### src/rtl/stp_pkg.sv
`default_nettype none
// ----------------------------------------------------------------------------
// stp_pkg
// shared types, character codes and reset state for the string to integer
// parser
// ----------------------------------------------------------------------------
package stp_pkg;

  typedef enum logic [2:0] {
    PH_SPACE,
    PH_SIGN,
    PH_ZERO,
    PH_X,
    PH_DIGITS,
    PH_DONE
  } phase_t;

  typedef enum logic [1:0] {
    BASE_AUTO,
    BASE_OCT,
    BASE_DEC,
    BASE_HEX
  } base_t;

  localparam logic [7:0] CH_NUL     = 8'h00;
  localparam logic [7:0] CH_TAB     = 8'h09;
  localparam logic [7:0] CH_CR      = 8'h0D;
  localparam logic [7:0] CH_SPACE   = 8'h20;
  localparam logic [7:0] CH_PLUS    = 8'h2B;
  localparam logic [7:0] CH_MINUS   = 8'h2D;
  localparam logic [7:0] CH_ZERO    = 8'h30;
  localparam logic [7:0] CH_NINE    = 8'h39;
  localparam logic [7:0] CH_UPPER_A = 8'h41;
  localparam logic [7:0] CH_UPPER_F = 8'h46;
  localparam logic [7:0] CH_UPPER_X = 8'h58;
  localparam logic [7:0] CH_LOWER_A = 8'h61;
  localparam logic [7:0] CH_LOWER_F = 8'h66;
  localparam logic [7:0] CH_LOWER_X = 8'h78;

  localparam logic [63:0] ALL_ONES = 64'hFFFF_FFFF_FFFF_FFFF;

  // acc holds the magnitude, nacc always holds its two's complement negation
  typedef struct packed {
    phase_t      phase;
    logic [63:0] acc;
    logic [63:0] nacc;
    logic        minus;
    base_t       base;
    logic        nonnul;
  } parse_state_t;

  localparam parse_state_t STATE_RESET = '{
    phase:  PH_SPACE,
    acc:    64'd0,
    nacc:   64'd0,
    minus:  1'b0,
    base:   BASE_DEC,
    nonnul: 1'b0
  };

  // one result transaction
  typedef struct packed {
    logic [63:0] value;
    logic        status;
  } parse_result_t;

endpackage : stp_pkg
`default_nettype wire

### src/rtl/stp_digit_acc.sv
`default_nettype none
// ----------------------------------------------------------------------------
// stp_digit_acc
// digit decode and accumulate step: acc*radix + digit with wrap detect,
// plus the same step on the negated accumulator
// ----------------------------------------------------------------------------
module stp_digit_acc
  import stp_pkg::*;
(
  input  wire logic [7:0]  char_byte,
  input  wire base_t       base,
  input  wire logic [63:0] acc,
  input  wire logic [63:0] nacc,
  output logic             is_digit,
  output logic             ovf,
  output logic [63:0]      acc_nxt,
  output logic [63:0]      nacc_nxt
);

  logic [7:0]  off_num;
  logic [7:0]  off_lo;
  logic [7:0]  off_up;
  logic [3:0]  dval;
  logic        is_char;
  logic [67:0] dec_sum;
  logic [63:0] nacc_dec;

  assign off_num = char_byte - CH_ZERO;
  assign off_lo  = char_byte - CH_LOWER_A;
  assign off_up  = char_byte - CH_UPPER_A;

  always_comb begin
    is_char = 1'b1;
    dval    = 4'd0;
    if (char_byte >= CH_ZERO && char_byte <= CH_NINE) begin
      dval = off_num[3:0];
    end else if (char_byte >= CH_LOWER_A && char_byte <= CH_LOWER_F) begin
      dval = off_lo[3:0] + 4'd10;
    end else if (char_byte >= CH_UPPER_A && char_byte <= CH_UPPER_F) begin
      dval = off_up[3:0] + 4'd10;
    end else begin
      is_char = 1'b0;
    end
  end

  // acc*10 + d in 68 bits, wrap when anything lands above bit 63
  assign dec_sum  = {1'b0, acc, 3'b000} + {3'b000, acc, 1'b0} + {64'd0, dval};
  assign nacc_dec = {nacc[60:0], 3'b000} + {nacc[62:0], 1'b0} - {60'd0, dval};

  always_comb begin
    case (base)
      BASE_OCT: begin
        is_digit = is_char && !dval[3];
        ovf      = |acc[63:61];
        acc_nxt  = {acc[60:0], dval[2:0]};
        nacc_nxt = {nacc[60:0], 3'b000} - {60'd0, dval};
      end
      BASE_HEX: begin
        is_digit = is_char;
        ovf      = |acc[63:60];
        acc_nxt  = {acc[59:0], dval};
        nacc_nxt = {nacc[59:0], 4'b0000} - {60'd0, dval};
      end
      default: begin
        is_digit = is_char && (dval <= 4'd9);
        ovf      = |dec_sum[67:64];
        acc_nxt  = dec_sum[63:0];
        nacc_nxt = nacc_dec;
      end
    endcase
  end

endmodule : stp_digit_acc
`default_nettype wire

### src/rtl/stp_parse_step.sv
`default_nettype none
// ----------------------------------------------------------------------------
// stp_parse_step
// next-state logic for one character: whitespace, sign, prefix and digit
// phases, and the result of a window on its final byte
// ----------------------------------------------------------------------------
module stp_parse_step
  import stp_pkg::*;
(
  input  wire parse_state_t  st,
  input  wire logic [7:0]    char_byte,
  input  wire base_t         number_base,
  output parse_state_t       st_nxt,
  output parse_result_t      res
);

  parse_state_t pre;
  logic         used;
  logic         go_digits;
  logic         stop_now;
  logic         is_digit;
  logic         ovf;
  logic [63:0]  acc_step;
  logic [63:0]  nacc_step;

  // prefix phases; several can pass in one character
  always_comb begin
    pre  = st;
    used = 1'b0;
    if (pre.phase == PH_SPACE) begin
      if (char_byte == CH_SPACE || (char_byte >= CH_TAB && char_byte <= CH_CR)) begin
        used = 1'b1;
      end else begin
        pre.phase = PH_SIGN;
      end
    end
    if (!used && pre.phase == PH_SIGN) begin
      if (char_byte == CH_MINUS) begin
        pre.minus = 1'b1;
        used      = 1'b1;
      end else if (char_byte == CH_PLUS) begin
        used = 1'b1;
      end
      if (number_base == BASE_AUTO) begin
        pre.base  = BASE_DEC;
        pre.phase = PH_ZERO;
      end else begin
        pre.base  = number_base;
        pre.phase = PH_DIGITS;
      end
    end
    if (!used && pre.phase == PH_ZERO) begin
      if (char_byte == CH_ZERO) begin
        pre.base  = BASE_OCT;
        pre.phase = PH_X;
        used      = 1'b1;
      end else begin
        pre.phase = PH_DIGITS;
      end
    end
    if (!used && pre.phase == PH_X) begin
      pre.phase = PH_DIGITS;
      if (char_byte == CH_LOWER_X || char_byte == CH_UPPER_X) begin
        pre.base = BASE_HEX;
        used     = 1'b1;
      end
    end
    go_digits = !used && pre.phase == PH_DIGITS;
  end

  stp_digit_acc u_digit (
    .char_byte (char_byte),
    .base      (pre.base),
    .acc       (pre.acc),
    .nacc      (pre.nacc),
    .is_digit  (is_digit),
    .ovf       (ovf),
    .acc_nxt   (acc_step),
    .nacc_nxt  (nacc_step)
  );

  always_comb begin
    st_nxt   = pre;
    stop_now = 1'b0;
    if (go_digits) begin
      if (!is_digit) begin
        st_nxt.phase  = PH_DONE;
        st_nxt.nonnul = (char_byte != CH_NUL);
        stop_now      = 1'b1;
      end else if (ovf) begin
        st_nxt.acc    = ALL_ONES;
        st_nxt.nacc   = 64'd1;
        st_nxt.phase  = PH_DONE;
        st_nxt.nonnul = 1'b1;
        stop_now      = 1'b1;
      end else begin
        st_nxt.acc  = acc_step;
        st_nxt.nacc = nacc_step;
      end
    end
    res.value  = st_nxt.minus ? st_nxt.nacc : st_nxt.acc;
    res.status = (st_nxt.phase == PH_DONE) && !stop_now && st_nxt.nonnul;
  end

endmodule : stp_parse_step
`default_nettype wire

### src/rtl/string_to_integer_parser.sv
`default_nettype none
// ----------------------------------------------------------------------------
// string_to_integer_parser
// streams a character window one byte per transaction and returns the
// parsed 64-bit integer and a status when the window's last byte arrives
// ----------------------------------------------------------------------------
// usage
//   in_*  : one character per transaction, in_tlast marks the window's last byte
//   out_* : one transaction per window, value in out_tdata, status in out_tuser
//   cfg_* : number base, written while the block is idle; it is sampled when
//           the sign position of a window is passed, so it applies per window
// timing
//   a byte is held in the input register, then the parse step updates the
//   state and, on the last byte, loads the result register, whose valid flag
//   drives out_tvalid; a held result can stall the last byte in between
//   one byte per cycle while no last byte waits behind an untaken result; the
//   parse step turns over with each byte, the limit being the 64-bit
//   multiply-add by the radix
// reset
//   rst_n low clears the window state, the input and result valid flags and
//   sets the number base to auto-detect
// stall
//   a held result blocks only a last byte; other bytes keep flowing, and
//   in_tready drops once a last byte waits behind an untaken result
// ----------------------------------------------------------------------------
module string_to_integer_parser
  import stp_pkg::*;
(
  input  wire logic        clk,
  input  wire logic        rst_n,
  // configuration
  input  wire logic        cfg_wr_en,
  input  wire logic [1:0]  cfg_wr_data,   // number_base
  // character stream
  input  wire logic        in_tvalid,
  output logic             in_tready,
  input  wire logic [7:0]  in_tdata,      // [7:0] char_byte
  input  wire logic        in_tlast,      // window_end
  // result stream
  output logic             out_tvalid,
  input  wire logic        out_tready,
  output logic [63:0]      out_tdata,     // [63:0] parsed_value
  output logic             out_tuser      // [0] parse_status
);

  base_t         number_base_r;
  parse_state_t  state_r;
  parse_state_t  step_state;
  parse_result_t step_res;

  logic          in_valid_r;
  logic [7:0]    in_char_r;
  logic          in_last_r;

  logic          out_valid_r;
  parse_result_t out_res_r;

  logic          out_free;
  logic          step_fire;

  // config register
  always_ff @(posedge clk) begin
    if (!rst_n) begin
      number_base_r <= BASE_AUTO;
    end else if (cfg_wr_en) begin
      number_base_r <= base_t'(cfg_wr_data);
    end
  end

  // result register frees when empty or being taken this cycle
  assign out_free  = !out_valid_r || out_tready;
  // a non-last byte never produces a result and always proceeds
  assign step_fire = in_valid_r && (!in_last_r || out_free);
  assign in_tready = !in_valid_r || step_fire;

  // input register
  always_ff @(posedge clk) begin
    if (!rst_n) begin
      in_valid_r <= 1'b0;
    end else if (in_tready) begin
      in_valid_r <= in_tvalid;
    end
  end

  always_ff @(posedge clk) begin
    if (in_tready && in_tvalid) begin
      in_char_r <= in_tdata;
      in_last_r <= in_tlast;
    end
  end

  stp_parse_step u_step (
    .st          (state_r),
    .char_byte   (in_char_r),
    .number_base (number_base_r),
    .st_nxt      (step_state),
    .res         (step_res)
  );

  // window state, back to reset after each last byte
  always_ff @(posedge clk) begin
    if (!rst_n) begin
      state_r <= STATE_RESET;
    end else if (step_fire) begin
      state_r <= in_last_r ? STATE_RESET : step_state;
    end
  end

  // result register
  always_ff @(posedge clk) begin
    if (!rst_n) begin
      out_valid_r <= 1'b0;
    end else if (step_fire && in_last_r) begin
      out_valid_r <= 1'b1;
    end else if (out_tready) begin
      out_valid_r <= 1'b0;
    end
  end

  always_ff @(posedge clk) begin
    if (step_fire && in_last_r) begin
      out_res_r <= step_res;
    end
  end

  assign out_tvalid = out_valid_r;
  assign out_tdata  = out_res_r.value;
  assign out_tuser  = out_res_r.status;

  // a result appears only from a last byte passing the parse step
  a_result_from_last: assert property (@(posedge clk) disable iff (!rst_n)
    $rose(out_valid_r) |-> $past(step_fire && in_last_r))
    else $error("result without a last byte");

  // the negated accumulator tracks the accumulator at all times
  a_nacc_tracks: assert property (@(posedge clk) disable iff (!rst_n)
    state_r.nacc == (64'd0 - state_r.acc))
    else $error("negated accumulator out of step");

  // a window's last byte restarts the state
  a_window_restart: assert property (@(posedge clk) disable iff (!rst_n)
    step_fire && in_last_r |=> state_r.phase == PH_SPACE && !state_r.minus
      && state_r.acc == 64'd0)
    else $error("state not restarted after window");

  // a stalled last byte stays in the input register
  a_last_held: assert property (@(posedge clk) disable iff (!rst_n)
    in_valid_r && in_last_r && !step_fire |=> in_valid_r && in_last_r)
    else $error("stalled last byte lost");

endmodule : string_to_integer_parser
`default_nettype wire
### config.mk
export PLATFORM = sky130hd
export DESIGN_NAME = string_to_integer_parser
export DESIGN_NICKNAME = d
export VERILOG_FILES = /design/src/rtl/stp_pkg.sv /design/src/rtl/stp_digit_acc.sv /design/src/rtl/stp_parse_step.sv /design/src/rtl/string_to_integer_parser.sv
export SDC_FILE = /design/constraint.sdc
export NUM_CORES = 1
export LEC_CHECK = 0
export ABC_AREA = 1
export BUFFER_PORTS_ARGS = -buffer_cell sky130_fd_sc_hd__buf_4
export CELL_PAD_IN_SITES_DETAIL_PLACEMENT = 0
export CELL_PAD_IN_SITES_GLOBAL_PLACEMENT = 1
export CORE_MARGIN = 1.5
export CORE_UTILIZATION = 48
export DETAILED_ROUTE_END_ITERATION = 10
export PLACE_DENSITY_LB_ADDON = 0.15
export SYNTH_ARGS = -nofsm -noshare
export SYNTH_HDL_FRONTEND = slang
export SYNTH_HIERARCHICAL = 1
export SYNTH_SLANG_ARGS = --single-unit
### constraint.sdc
create_clock -name clk -period 13.7 [get_ports clk]
set_input_delay 0 -clock clk [delete_from_list [all_inputs] [get_ports clk]]
set_output_delay 0 -clock clk [all_outputs]
set_load 0.01 [all_outputs]
# Yosys cells after proc, flatten, opt, wreduce, memory -nomap -nowiden
# Cells that the tools add are included.
# Widths: inputs -> output; s select.
# word_totals
word_cells	130
ff_bits	213
in_bits	16
out_inout_bits	67
# classes
eq_ne	13
addsub	11
muxes	48
reduce_logical	36
magnitude_cmp	9
# ops
operator	count
$mux 128	2
$pmux 64 s2	2
$sub 64x4->64	3
$mux 135	1
$mux 131	1
$add 67x65->68	1
$add 68x4->68	1
$add 64x64->64	1
$mux 64	1
$eq 8x6->1 const B	4
$mux 3	10
$mux 1	21
$eq 8x7->1 const B	2
$ge 8x7->1 const B	2
$le 8x7->1 const B	2
$logic_and 1x1->1	15
$mux 4	3
$sub 4x1->4 const B	3
$mux 2	5
$logic_not 1->1	9
$add 4x4->4 const B	2
$ge 8x4->1 const B	1
$ge 8x6->1 const B	1
$le 8x4->1 const B	1
15 further kinds	23

# Logic depth before layout (Yosys ltp)
# Gate-level depths: netlist of run 1.
# logic_depth
depth_word	22
mapped_depth	43
depth_no_buf	37

# By module
# Netlist of run 1, hierarchy kept.
# by_module_without_submodules
mod	seq_area_each_um2	n_inst	area_each_um2	cells_each
stp_digit_acc	0.0	1	17374.2	3379
string_to_integer_parser	5004.8	1	7004.2	683
stp_parse_step	0.0	1	4894.7	1147

# Worst setup path before layout of run 1
# No wires, ideal clock.
# synth_path
kind	register -> register
startpoint	register in_char_r[0]
endpoint	register out_res_r, in the netlist out_tdata[35], data pin
synth_period_minus_slack_ps	4717
n_path_buf	5
t_required_ps	13447
setup_time_ps	253
arrival_time_ps	4464
stages_incl_launch_ff	39
slack_ps	8983
path_cell_list	edfxtp_1 nor2_1 nand2_1 nor2_1 nand2_1 nand2_1 nand2_2 nand2_2 nand2_2 nand2_2 inv_2 nand2_4 nor2_2 o21ai_0 nand2_4 buf_12 buf_8 buf_6 (+3 left out) nor2_1 ha_1 nor2_1 inv_2 nor2_4 inv_1 nor3_4 nand2_2 nor2_1 nand2_1 nand3_1 nand2_1 nand3_1 nand2_1 nand3_1 nand2_1 nand2_1 nand2_1
# synth_rtl
item	line_no	rtl
start, declared	string_to_integer_parser.sv:52	logic [7:0] in_char_r;
start signal, assigned	string_to_integer_parser.sv:87	in_char_r <= in_tdata;
end signal, assigned	string_to_integer_parser.sv:122	out_res_r <= step_res;
end, declared	string_to_integer_parser.sv:56	parse_result_t out_res_r;

==> metrics.txt, run 1 <==
via count of the first global-routing pass 31210; total core area 60360 um2; clock tree from TritonCTS done; CTS HTree Levels 1; total routing resource utilization after global routing 36.36%; Least-Margin Pin Slew 1060 ps; clock tree buffer depth 3; Port Buf Inserts 82; synth top area cells nand2_1, ha_1, dfxtp_1, inv_1, edfxtp_1; WHS 149.5 ps; Top delay family on crit path simple AND/OR/NAND/NOR gates; Die Span X 250.0 um; fraction of final layout cells with drive strength greater than 1 6.251%; instance count of the mapped netlist 5209; layout overhead on the synthesized area 6.997%; number of buffers added by the clock tree synthesis step 27; starting density of the core 48.50%; endpoint class of the critical path flop; Primary FF master, synth dfxtp_1; fraction of registers with async set or reset after synthesis 0%; vias after detailed routing 33410; slowest library cell on the worst path buf_4; Worst Clk Skew 39.31 ps; first-pass GRT wire length 179500 um; total detailed-routing wirelength 116000 um; clock slew seen by the registers of the worst setup and hold paths 60 ps; type of origin of the critical path flop; count of nets left with antenna violations after detail routing 0; required time of the critical path 14000 ps; clock root buffer clkbuf_16; number of vias per cell 5.587; pin count of the biggest net entering global routing 90; Worst slew margin 29.31%; floorplan die area 62480 um2; number of violations reported at the end of detailed-routing iteration 0 3269; Max rail drop VDD 0.1136 mV; number of clock sinks 213; design area 31320 um2; share of Yosys cell area claimed by the top area cell type 24.72%; critical path's most frequent cell nand2_1; # rows 90; Wirelength per Cell 19.40 um; setup TNS after final layout 0 ps; Die H 250.0 um; First-pass DRT Iterations 8; routability cong. 1.018; Yosys reg bits 213; number of max-cap violations 0; fraction of the core area covered by cells at the end of the flow 51.89%; Critical Path Fanout Max 70; net count after synthesis 5485; post-CTS resize count 0; ports placed on the boundary 83; time the worst path needs with I/O delays and setup 6287 ps; number of filler instances in the final layout 6633; DRC violations left 0; Setup-failing EPs final 0; number of antenna violations at the first check in global routing 0; Final Max Tran Viols 0; total power per unit cell area 77.59 nW/um2; Seq/Total Area, Yosys 17.10%; Crit Path Class reg -> reg; warning count from the yosys run 6; HPWL Detailed 91040 um; number of different library cells in the post-synthesis netlist 56; hold violation count in the final report 0; total buffers and inverters traversed by the critical path 4; Remaining Overflow, GRT 0; # hold bufs at CTS 19; maximum achievable frequency 159.0 MHz; Crit path largest cell delay 750 ps; leakage power summed over all cells 17.10 nW; result of the run finished, final reports clean; Post-synth EDFFs 74; netlist area before placement 29270 um2; post-CTS setup buffers 0; placed instance area 30130 um2; endpoint arrival time on the critical path 6590 ps; post-synthesis average cell area 5.620 um2; post-synth top area cell nand2_1; Final Net Count 5454; Ant. Diodes 0; Clock Latency Late Sink 580 ps; RSZ-0062 raised after global routing no; hold crit path type in -> reg; Total Power Consumption 0.002430 W; final clock period utilization by the worst path 45.89%
## Yosys cell counts, types with 47 or more instances
| cell | n |
|---|---|
| nand2_1 | 1928 |
| inv_1 | 696 |
| nor2_1 | 423 |
| nand3_1 | 410 |
| a21oi_1 | 344 |
| ha_1 | 256 |
| o21ai_0 | 240 |
| dfxtp_1 | 139 |
| clkbuf_1 | 90 |
| edfxtp_1 | 74 |
| nand4_1 | 52 |
| nor3_1 | 47 |
| o21bai_1 | 47 |
## through the flow
| step | worst slack, ps | std cells |
|---|---|---|
| after global routing | 7009 | 5981 |
| after global placement | 7754 | 5912 |
| after CTS | 7639 | 5981 |
| after detailed placement | 7698 | 5912 |
| final | 7413 | 5981 |
| after floorplan | 8983 | 5209 |
## final timing paths
check,startpoint,to,slack [ps],cells past startpoint
setup / recovery,in_char_r[7]$_DFFE_PP_,out_tdata[54]$_DFFE_PP_,7410,34
hold / removal,in_tdata[3],in_char_r[3]$_DFFE_PP_,150,2
setup reg to reg,in_char_r[7]$_DFFE_PP_,out_tdata[54]$_DFFE_PP_,7410,34
hold reg to reg,state_r[0]$_SDFFE_PN0P_,state_r[0]$_SDFFE_PN0P_,490,2
## worst reg2reg max path: cells and delay by family (launching register included)
kind / cells / cell delay, ps
AND/OR/NAND/NOR: 28 / 4180
AO/OA/AOI/OAI: 2 / 250
buffers and inverters: 4 / 1150
flip-flops: 1 / 450
## metal layers
layer	GRT usage, %	wire length [um]	up-vias
li1	-	-	16690
met1	48.88	50320	15230
met4	14.67	5221	0
met3	3.974	8620	208
met5	0	0	-
met2	59.33	51880	1291
## state kept, by name, indices dropped and copies added, names as in the netlist
name / cells
in_valid_r: 1
out_tdata: 64
in_char_r: 8
number_base_r: 2
in_last_r: 1
out_tuser: 1
state_r: 135
out_tvalid: 1
## area by class of cell
class                   count  area [um2]  share of cell area (%)
clock buffers              34       763.2                   2.437
clock inverters            16       234.0                  0.7470
inverters                 725        2726                   8.704
multi-input cells        4083       20610                   65.79
flip-flops and latches    213        5005                   15.98
well taps                 782       978.4                   3.124
repair buffers            128        1008                   3.220
## power breakdown
part | switching (W) | internal (W)
combinational | 0.000723 | 0.000234
sequential | 0.00000947 | 0.000661
clock | 0.000311 | 0.000492
## cell families after synthesis
family                   synth area share, %
adder cells (fa/ha/maj)                11.22
AO/OA/AOI/OAI                          15.83
buffers and inverters                  12.77
XOR/XNOR                              0.8677
AND/OR/NAND/NOR                        42.22
flip-flops                             17.10
## layout by cell type, fill, tap and decap left out, types with 5 or more instances in the layout
| cell | n |
|---|---|
| o21ai_4 | 6 |
| dlygate4sd3_1 | 19 |
| buf_4 | 109 |
| bufinv_16 | 5 |
| nand3b_1 | 22 |
| nor2_1 | 423 |
| a21oi_1 | 344 |
| inv_2 | 30 |
| ha_1 | 256 |
| xor2_1 | 12 |
| clkbuf_16 | 28 |
| nand3_1 | 409 |
| xnor2_1 | 17 |
| nor2_4 | 8 |
| o21ai_1 | 28 |
| a21o_1 | 5 |
| nor2_2 | 24 |
| nand2_2 | 19 |
| o21ai_0 | 240 |
| nand2_1 | 1927 |
| dfxtp_1 | 139 |
| inv_1 | 692 |
| o21bai_1 | 47 |
| o211ai_1 | 8 |
| o221ai_1 | 31 |
| a21boi_0 | 9 |
| a31oi_1 | 11 |
| o21ai_2 | 36 |
| and2_1 | 5 |
| nor3_1 | 47 |
| or2_2 | 24 |
| nor4_1 | 5 |
| o22ai_1 | 32 |
| edfxtp_1 | 74 |
| nand4_1 | 52 |
(Power assumes the default switching activity.)
==> run 2: changes to the inputs <==
--- a/config.mk
+++ b/config.mk
@@ -5,12 +5,12 @@
 export SDC_FILE = /design/constraint.sdc
 export NUM_CORES = 1
 export LEC_CHECK = 0
-export ABC_AREA = 1
+export ABC_AREA = 0
 export BUFFER_PORTS_ARGS = -buffer_cell sky130_fd_sc_hd__buf_4
 export CELL_PAD_IN_SITES_DETAIL_PLACEMENT = 0
 export CELL_PAD_IN_SITES_GLOBAL_PLACEMENT = 1
 export CORE_MARGIN = 1.5
-export CORE_UTILIZATION = 48
+export CORE_UTILIZATION = 49
 export DETAILED_ROUTE_END_ITERATION = 10
 export PLACE_DENSITY_LB_ADDON = 0.15
 export SYNTH_ARGS = -nofsm -noshare
==> constraint.sdc (replaced) <==
create_clock -name clk -period 5.83 [get_ports clk]
set_input_delay 0 -clock clk [delete_from_list [all_inputs] [get_ports clk]]
set_output_delay 0 -clock clk [all_outputs]
set_load 0.01 [all_outputs]
==> run 2 against run 1 <==
The run now ends with negative setup slack left; critical path depth shrank 7; via count shrank 25%; die area shrank 19%; routed wire length shrank 27%; cell area shrank 8.1%; highest routed layer is now met5; non-clock buffer count grew 192; first-iteration DRC count shrank 26%; sequential share of layout area grew 1.4 points; hold slack gained 71 ps.
==> metrics.txt, run 2 <==
Seq/Total Area, Yosys 20.76%; number of buffers added by the clock tree synthesis step 22; hold violation count in the final report 0; total core area 48750 um2; clock slew seen by the registers of the worst setup and hold paths 60 ps; Worst Setup Slack, final -39.88 ps; HPWL Detailed 62520 um; First-pass DRT Iterations 5; floorplan die area 50550 um2; Die H 224.8 um; vias after detailed routing 25040; CTS HTree Levels 1; most frequent cells after synthesis nor2_1, inv_1, ha_1, a21oi_1, nand2_1; cell with the most instances after synthesis nor2_1; post-synth top area cell ha_1; number of vias per cell 6.326; top library cells by usage in the layout, fill and taps aside nor2_1, inv_1, buf_4, ha_1, a21oi_1; fraction of the core area covered by cells at the end of the flow 59.06%; clock root buffer clkbuf_16; fraction of final layout cells with drive strength greater than 1 16.82%; Remaining Overflow, GRT 0; DP Cell Count 3863; internal power component 0.003010 W; largest register by flop count state_r; Crit Path Class reg -> reg; violations in the final reports negative setup slack; number of violations reported at the end of detailed-routing iteration 0 2403; hold crit path type in -> reg; count of nets left with antenna violations after detail routing 0; first-pass GRT wire length 129300 um; Final Net Count 3554; Max rail drop VDD 0.1629 mV; Setup-failing EPs final 12; RSZ-0062 raised after global routing yes; endpoint class of the critical path flop; commonest non-fill, non-tap cell in the layout nor2_1; type of origin of the critical path flop; Clock Latency Late Sink 520 ps; Post-Layout Cell Count 3958; share of Yosys cell area claimed by the top area cell type 13.28%; netlist area before placement 24110 um2; # rows 81; net count after synthesis 3410; total routing resource utilization after global routing 31.65%; switching fraction of total power 34.74%; layout overhead on the synthesized area 19.41%; Final Max Tran Viols 0; required time of the critical path 6180 ps; fraction of registers with async set or reset after synthesis 0%; routability cong. 0.9286; pin count of the biggest net entering global routing 103; Least-Margin Pin Slew 1317 ps; starting density of the core 49.46%; instance count of the mapped netlist 3134; design area 28790 um2; number of different library cells in the post-synthesis netlist 91; number of antenna violations at the first check in global routing 1; via count of the first global-routing pass 22990; relative contribution of sequential cells to total power 34.8%; Port Buf Inserts 82; total power per unit cell area 160.2 nW/um2; synth top area cells ha_1, dfxtp_1, edfxtp_1, a22o_1, nor2_1; Yosys reg bits 213; result of the run finished, violations left; total detailed-routing wirelength 85020 um; time the worst path needs with I/O delays and setup 5870 ps; endpoint arrival time on the critical path 6220 ps; net switching power of the design 0.001602 W; post-synthesis average cell area 7.694 um2; leakage power summed over all cells 13.47 nW; part of the power in combinational logic 34.1%; Worst slew margin 12.22%; Primary FF master, synth dfxtp_1; Die Span X 224.8 um; Wirelength per Cell 21.48 um; clock network power share 31.1%; ports placed on the boundary 83; Critical Path Fanout Max 11; Post-synth EDFFs 74; DRC violations left 0; final clock period utilization by the worst path 100.7%; Post-Place Worst Slack -467.8 ps; clock tree buffer depth 3; Worst Clk Skew 8.358 ps; warning count from the yosys run 6; clock tree from TritonCTS done; Worst R2R Setup Slack -40 ps; Ant. Diodes 0; max FFs per register 135; number of clock sinks 213; maximum achievable frequency 170.4 MHz; number of max-cap violations 0; placed instance area 26240 um2
[run 2: final timing paths]
| kind | startpoint | endpoint | cells past startpoint |
|---|---|---|---|
| min reg2reg | state_r[67]$_SDFFE_PN0P_ | state_r[67]$_SDFFE_PN0P_ | 1 |
| min | in_tlast | in_last_r$_DFFE_PP_ | 2 |
| max | in_char_r[0]$_DFFE_PP_ | out_tdata[20]$_DFFE_PP_ | 27 |
| max reg2reg | in_char_r[0]$_DFFE_PP_ | out_tdata[20]$_DFFE_PP_ | 27 |
[run 2: through the flow]
stage                     setup TNS [ps]  hold WS, ps  power, W
after detailed placement          -51100        179.9  0.002994
after CTS                        -0.9357        192.6  0.004456
after floorplan                        0        98.87  0.002491
final                             -183.5        220.3  0.004612
after global routing              -13040        226.5  0.004769
after global placement            -25300        180.2  0.002994
[run 2: layer usage]
layer	vias up	global-route usage, %	part of all wire (%)
met5	-	0	0.024
met4	2	7.166	2.0
met3	100	3.031	6.7
met2	903	46.51	43
met1	12090	49.14	48
li1	11940	-	-
[run 2: layout make-up]
cell class | count | area (um2)
Clock buffer | 33 | 675.6
Multi-Input combinational cell | 2432 | 18340
Sequential cell | 213 | 5005
Tap cell | 664 | 830.8
Clock inverter | 7 | 42.54
Inverter | 289 | 1085
Fill cell | 4504 | 19960
Timing Repair Buffer | 320 | 2810
[run 2: cell families after synthesis]
kind of cell / share of synthesized area [%]
AOI/OAI and AO/OA: 29.99
xor gates and xnor gates: 5.594
adders and majority gates: 13.62
buffers and inverters: 8.318
DFF: 20.76
muxes: 4.011
and+or+nand+nor: 17.71
[run 2: timing repair]
item,4_1_cts,5_1_grt
pin swaps,7,44
endpoints found under the setup margin,195,195
hold endpoints to repair,14,0
hold buffers,20,0
setup buffers,2,21
cloned,0,12
gates resized for setup,46,164
[run 2: critical path, cell delays in order (launching register included)]
cell and delay, ps:
edfxtp_1 410, buf_4 170, ha_4 160, o21bai_4 130, a2111oi_4 90, buf_6 150
or3_1 370, a21oi_4 180, ha_1 250, ha_2 220, fa_2 380, a21oi_4 200
o22ai_4 120, o2111ai_2 250, a211oi_2 140, o21ai_2 220, o21ai_2 110, a221o_1 370
o31ai_4 200, mux2i_1 250, a41oi_2 150, buf_6 160, nor2b_4 210, buf_4 180
clkbuf_16 160, a32oi_1 100, buf_4 170, o22ai_1 190
[run 2: power groups by stage]
stage | Sequential [W] | Clock [W] | Combinational [W]
global placement | 0.00163 | 0 | 0.00136
CTS | 0.00160 | 0.00145 | 0.00140
detailed placement | 0.00163 | 0 | 0.00136
finish | 0.00160 | 0.00143 | 0.00157
floorplan | 0.00163 | 0 | 0.000862
global route | 0.00160 | 0.00150 | 0.00167
